<file path="src/rtl/core/tvsm_pkg.sv">
// Shared types, constants and tables for the thrust vector servo mixer.
// No dependencies.
package tvsm_pkg;

  localparam int unsigned CORDIC_ITERATIONS = 16;
  localparam int unsigned TAB_LEN           = 24;
  localparam int unsigned CORDIC_STEPS      =
      (CORDIC_ITERATIONS > TAB_LEN) ? TAB_LEN : CORDIC_ITERATIONS;

  localparam int unsigned ANG_FRAC = 16;
  localparam int unsigned VEC_W    = 40;
  localparam int unsigned ACC_W    = 26;

  localparam int unsigned SQRT_STAGES    = 32;
  localparam int unsigned DIV_STAGES     = 32;
  localparam int unsigned POS_DIV_STAGES = 8;

  localparam int unsigned LAT_SPEED = 3 + SQRT_STAGES + DIV_STAGES + 1;
  localparam int unsigned LAT_ANGLE = 3 + CORDIC_STEPS + POS_DIV_STAGES;
  localparam int unsigned LAT       = LAT_SPEED;
  localparam int unsigned ANGLE_PAD = LAT_SPEED - LAT_ANGLE;

  localparam logic signed [ACC_W-1:0] DEG45  = ACC_W'(45 * 65536);
  localparam logic signed [ACC_W-1:0] DEG90  = ACC_W'(90 * 65536);
  localparam logic signed [ACC_W-1:0] DEG135 = ACC_W'(135 * 65536);
  localparam logic signed [ACC_W-1:0] DEG180 = ACC_W'(180 * 65536);

  localparam logic signed [ACC_W-1:0] ATAN_TAB [TAB_LEN] = '{
    26'sd2949120, 26'sd1740967, 26'sd919879, 26'sd466945,
    26'sd234379,  26'sd117304,  26'sd58666,  26'sd29335,
    26'sd14668,   26'sd7334,    26'sd3667,   26'sd1833,
    26'sd917,     26'sd458,     26'sd229,    26'sd115,
    26'sd57,      26'sd29,      26'sd14,     26'sd7,
    26'sd4,       26'sd2,       26'sd1,      26'sd0
  };

  localparam int unsigned CFG_IDX_W = 2;

  typedef enum logic [CFG_IDX_W-1:0] {
    REG_MAX_THRUST      = 2'd0,
    REG_MAX_PROP_SPEED  = 2'd1,
    REG_MAX_SERVO_ANGLE = 2'd2
  } reg_idx_e;

  typedef struct packed {
    logic [15:0] max_thrust;
    logic [15:0] max_prop_speed;
    logic [7:0]  max_servo_angle;
  } cfg_t;

  typedef struct packed {
    logic [7:0]  left_pos;
    logic [7:0]  right_pos;
    logic [7:0]  rear_pos;
    logic [7:0]  front_pos;
    logic [15:0] prop_speed;
  } res_t;

endpackage

</file>
<file path="src/rtl/core/tvsm_out.sv">
// Output register with a one-beat skid stage; stalls the pipeline only
// when both are full. Depends on tvsm_pkg.
module tvsm_out import tvsm_pkg::*; (
  input  logic clk_i,
  input  logic rst_ni,
  input  logic last_valid_i,
  input  res_t last_data_i,
  input  logic m_tready_i,
  output logic adv_o,
  output logic m_tvalid_o,
  output res_t m_data_o
);

  logic out_v_q, skid_v_q;
  res_t out_q, skid_q;

  assign adv_o      = !skid_v_q;
  assign m_tvalid_o = out_v_q;
  assign m_data_o   = out_q;

  always_ff @(posedge clk_i or negedge rst_ni) begin
    if (!rst_ni) begin
      out_v_q  <= 1'b0;
      skid_v_q <= 1'b0;
    end else if (!out_v_q || m_tready_i) begin
      if (skid_v_q) begin
        out_v_q  <= 1'b1;
        skid_v_q <= 1'b0;
      end else begin
        out_v_q <= last_valid_i;
      end
    end else if (last_valid_i && !skid_v_q) begin
      skid_v_q <= 1'b1;
    end
  end

  always_ff @(posedge clk_i) begin
    if (!out_v_q || m_tready_i) begin
      out_q <= skid_v_q ? skid_q : last_data_i;
    end else if (!skid_v_q) begin
      skid_q <= last_data_i;
    end
  end

endmodule

</file>
<file path="config.mk">
export PLATFORM = sky130hd
export DESIGN_NAME = tvsm_out
export DESIGN_NICKNAME = d
export VERILOG_FILES = /design/src/rtl/core/tvsm_pkg.sv /design/src/rtl/core/tvsm_out.sv
export SDC_FILE = /design/constraint.sdc
export NUM_CORES = 1
export LEC_CHECK = 0
export BUFFER_PORTS_ARGS = -buffer_cell sky130_fd_sc_hd__buf_4
export CORE_MARGIN = 8
export CORE_UTILIZATION = 30
export DETAILED_ROUTE_END_ITERATION = 12
export PLACE_DENSITY = 0.55
export SKIP_LAST_GASP = 1
export SYNTH_ARGS = -nofsm -noshare
export SYNTH_HDL_FRONTEND = slang
export SYNTH_SLANG_ARGS = --single-unit
</file>
<file path="constraint.sdc">
create_clock -name clk_i -period 4.5 [get_ports clk_i]
set_clock_uncertainty 0.05 [all_clocks]
set_input_delay 0.675 -clock clk_i [delete_from_list [all_inputs] [get_ports clk_i]]
set_output_delay 0.675 -clock clk_i [all_outputs]
set_load 0.005 [all_outputs]
</file>
## After elaboration in Yosys (flattened, before gate mapping)

Index checks and enable logic that the tools add are counted.

- Flip-flop bits (word level): 98
- Input bits: 52
- Output and inout bits: 50
- Logic and storage cells: 21

- Multiplexer cells: 4
- Reduce and logical (&&, ||, !) cells: 5

Operator list:

| cell | count |
|---|---|
| two-way mux 48 bit | 1 |
| two-way mux 1 bit | 3 |
| zero test 1 bit | 2 |
| nonzero test 2 bit | 1 |
| logical AND 1 bit | 1 |
| logical OR 1 bit | 1 |

## Logic depth before layout (Yosys ltp)

- Depth in word-level cells: 4
- Gate-level depth with buffers: 4
- Depth with buffers taken out: 2

## Worst setup path before layout

OpenSTA, ideal clock, no wires.

- Path kind: input-to-reg
- Start: in m_tready_i
- End: reg skid_q[0] (netlist name), enable pin
- Setup time: 530 ps
- Arrival time: 3,071 ps
- Required time: 3,920 ps
- Setup slack: 849 ps
- Stages on the path: 2
- Path buffers: 0
- Cells stage by stage: nand2b_1 inv_1

- Cells in the longest elaborated chain, start to end: 1

RTL lines:

| element | RTL line | text |
|---|---|---|
| start: declaration | tvsm_out.sv:8 | `input logic m_tready_i,` |
| logical OR 1 bit | tvsm_out.sv:38 | `if (!out_v_q \|\| m_tready_i) begin` |
| end signal: assignment | tvsm_out.sv:41 | `skid_q <= last_data_i;` |
| end: declaration | tvsm_out.sv:15 | `res_t out_q, skid_q;` |

Every way passes these cells.
A chain may end at the register's enable or synchronous reset.

## Final worst setup path

- Start: reg skid_v_q
- End: out adv_o

- Cells in the longest elaborated chain, start to end: 1

RTL lines:

| element | RTL line | text |
|---|---|---|
| start: declaration | tvsm_out.sv:14 | `logic out_v_q, skid_v_q;` |
| start signal: assignment | tvsm_out.sv:24 | `skid_v_q <= 1'b0;` |
| start signal: assignment | tvsm_out.sv:28 | `skid_v_q <= 1'b0;` |
| start signal: assignment | tvsm_out.sv:33 | `skid_v_q <= 1'b1;` |
| zero test 1 bit | -- |  |
| end: declaration | tvsm_out.sv:9 | `output logic adv_o,` |

Every way passes these cells.

==> flow_summary.ini <==
[outcome]
status = finished, final reports clean

[logic_synthesis]
syn_inst = 158
synth_warnings = 0
syn_avg_cell_area_sq_um = 24.0
yosys-top-cells-area = edfxtp_1, mux2_4, buf_12
syn_nets = 210
yosysUniqueCellTypes = 9
post-synth-top-area-fraction = 0.761
yosysMostFrequentCell = edfxtp_1
seq_area_frac_synth = 0.774
async_flop_share = 0.0204
synth_common_cells = edfxtp_1, mux2_4, buf_12
synthFlopType = edfxtp_1
netlist_area_sq_um = 3790
synth-seq-cells = 98
synth_edf_count = 96
synth_largest_area_cell = edfxtp_1

[timing]
setup_viol = 0
fin_ws_ps = 2120
rsz0062_at_grt = no
slew_violations = 0
worstMarginPinSlew_ps = 1050
slew_headroom = 0.300
min_period_ps = 2380
clock.fmax_mhz = 421
setup_tns_ps = 0
finalCritPeriodShare = 0.528
hold_viol = 0

[clock_network]
cts_hold_buffers = 0
cts_buffer_depth = 2
cts_root_buf = clkbuf_16
cts_tree = yes
clk_latency_ps = 330
cts_setup_buffers = 0
cts.clk_slew.worst_paths_ps = 70
ctsResizeCount = 0
htree_levels = 3
cts_buffers = 9
cts_sinks = 98

[setup_path]
startpoint_type = register
end_kind = output pin
required_ps = 3770
crit_type = reg2out
crit_path_start = skid_v_q$_DFFE_PN0P_
cp.arrival_ps = 1650
crit_fanout = 50
regToRegStartpoint = skid_v_q$_DFFE_PN0P_

[route]
drt_wl_total_microns = 6730
viasPerCell = 4.07
drt-initial-drc-count = 141
drtAntennaViolNets = 0
avgRoutedWirePerCell_microns = 15.2
drcViolationCount = 0
vias = 1801
first_pass_iters = 6

[min_path]
min_path_type = in2async

[grt]
grt_usage = 0.0835
met1_usage = 0.100
first_global_vias = 1966
grt_busiest_layer = met2
grt_max_degree = 51
grtUsageMet3 = 0.0335
met2_usage = 0.123
grt_pass1_wl_microns = 10400
grt_overflow = 0
antenna_found_initial = 0

[die]
floorplan.initialDensity = 0.304
die_x_microns = 128
core_area_sq_um = 12500
dieArea_sq_um = 16500
chipHeight_microns = 128
boundaryPins = 102
rows = 41

[cells_and_area]
drive_above_1_share = 0.626
diodes = 0
fin_area_sq_um = 4980
fin_nets = 317
area_growth_pct = 31.4
stdcell_count = 442

[placed_design]
dpl_cell_area_sq_um = 4670
globalplace.congestion = 0.668
place_ws_ps = 2320
portBuffers = 101
hpwl_microns = 4340
place_inst = 426

[job]
drv_cap = 0

[power_and_ir_drop]
power.density_nw_per_um2 = 433
leakage_uw = 0.00198
power_uw = 2160
peakVddDrop_v = 0.000139
## cells by family (layout without fill, tap and decap cells)
kind of cell	count (synthesis)	in the layout	synth area share
DFF	98	98	0.774
and+or+nand+nor	4	4	0.00462
buffers and inverters	8	120	0.0314
muxes	48	48	0.190
## power by group
| part | switching (uW) | internal (uW) |
|---|---|---|
| logic | 76.9 | 146 |
| registers | 42.2 | 1110 |
| clock network | 320 | 464 |
| total | 439 | 1720 |
## worst paths after layout
| path | slack [ps] | depth (start not counted) | end |
|---|---|---|---|
| hold reg to reg | 510 | 1 | m_data_o[28]$_DFFE_PP_ |
| hold / removal | 60 | 1 | skid_v_q$_DFFE_PN0P_ |
| setup / recovery | 2120 | 2 | adv_o |
| setup reg to reg | 2770 | 1 | m_data_o[42]$_DFFE_PP_ |
| max in group asynchronous | 4240 | 1 | skid_v_q$_DFFE_PN0P_ |
| min in group clk_i | 500 | 3 | m_tvalid_o$_DFFE_PN0P_ |
## layout make-up
class	instances	area, sq um
clock inverter	5	61.3
sequential	98	2940
timing repair buffer	102	766
multi-input combinational	52	741
clock buffer	11	253
fill	1154	7490
tap	172	215
inverter	2	7.51
## metal layers
layer	routed length [microns]	up-vias
met5	0	-
met4	154	0
met3	555	12
met2	3120	64
met1	2900	891
li1	-	834
## worst max-delay path, stage by stage (launching register included)
cell and delay, ps:
dfrtp_4 1040, inv_1 100, buf_4 170
## sequential cells by signal, indices dropped and copies added, names as in the netlist
register	flops
m_data_o	48
m_tvalid_o	1
skid_q	48
skid_v_q	1
## per-stage QoR
step | util | hold WS (ps)
CTS | 0.399 | 38.2
detailed placement | 0.374 | 409
global route | 0.399 | 35.1
finish | 0.399 | 57.4
floorplan | - | 329
global placement | 0.374 | 407
## layout by cell type, fill, tap and decap left out, types with 2 or more instances in the layout
master       n
clkbuf_8     2
mux2_4      48
buf_4      102
edfxtp_1    96
clkbuf_16    9
nor2_1       2
clkinv_4     2
Power figures use the tool's default switching activity.
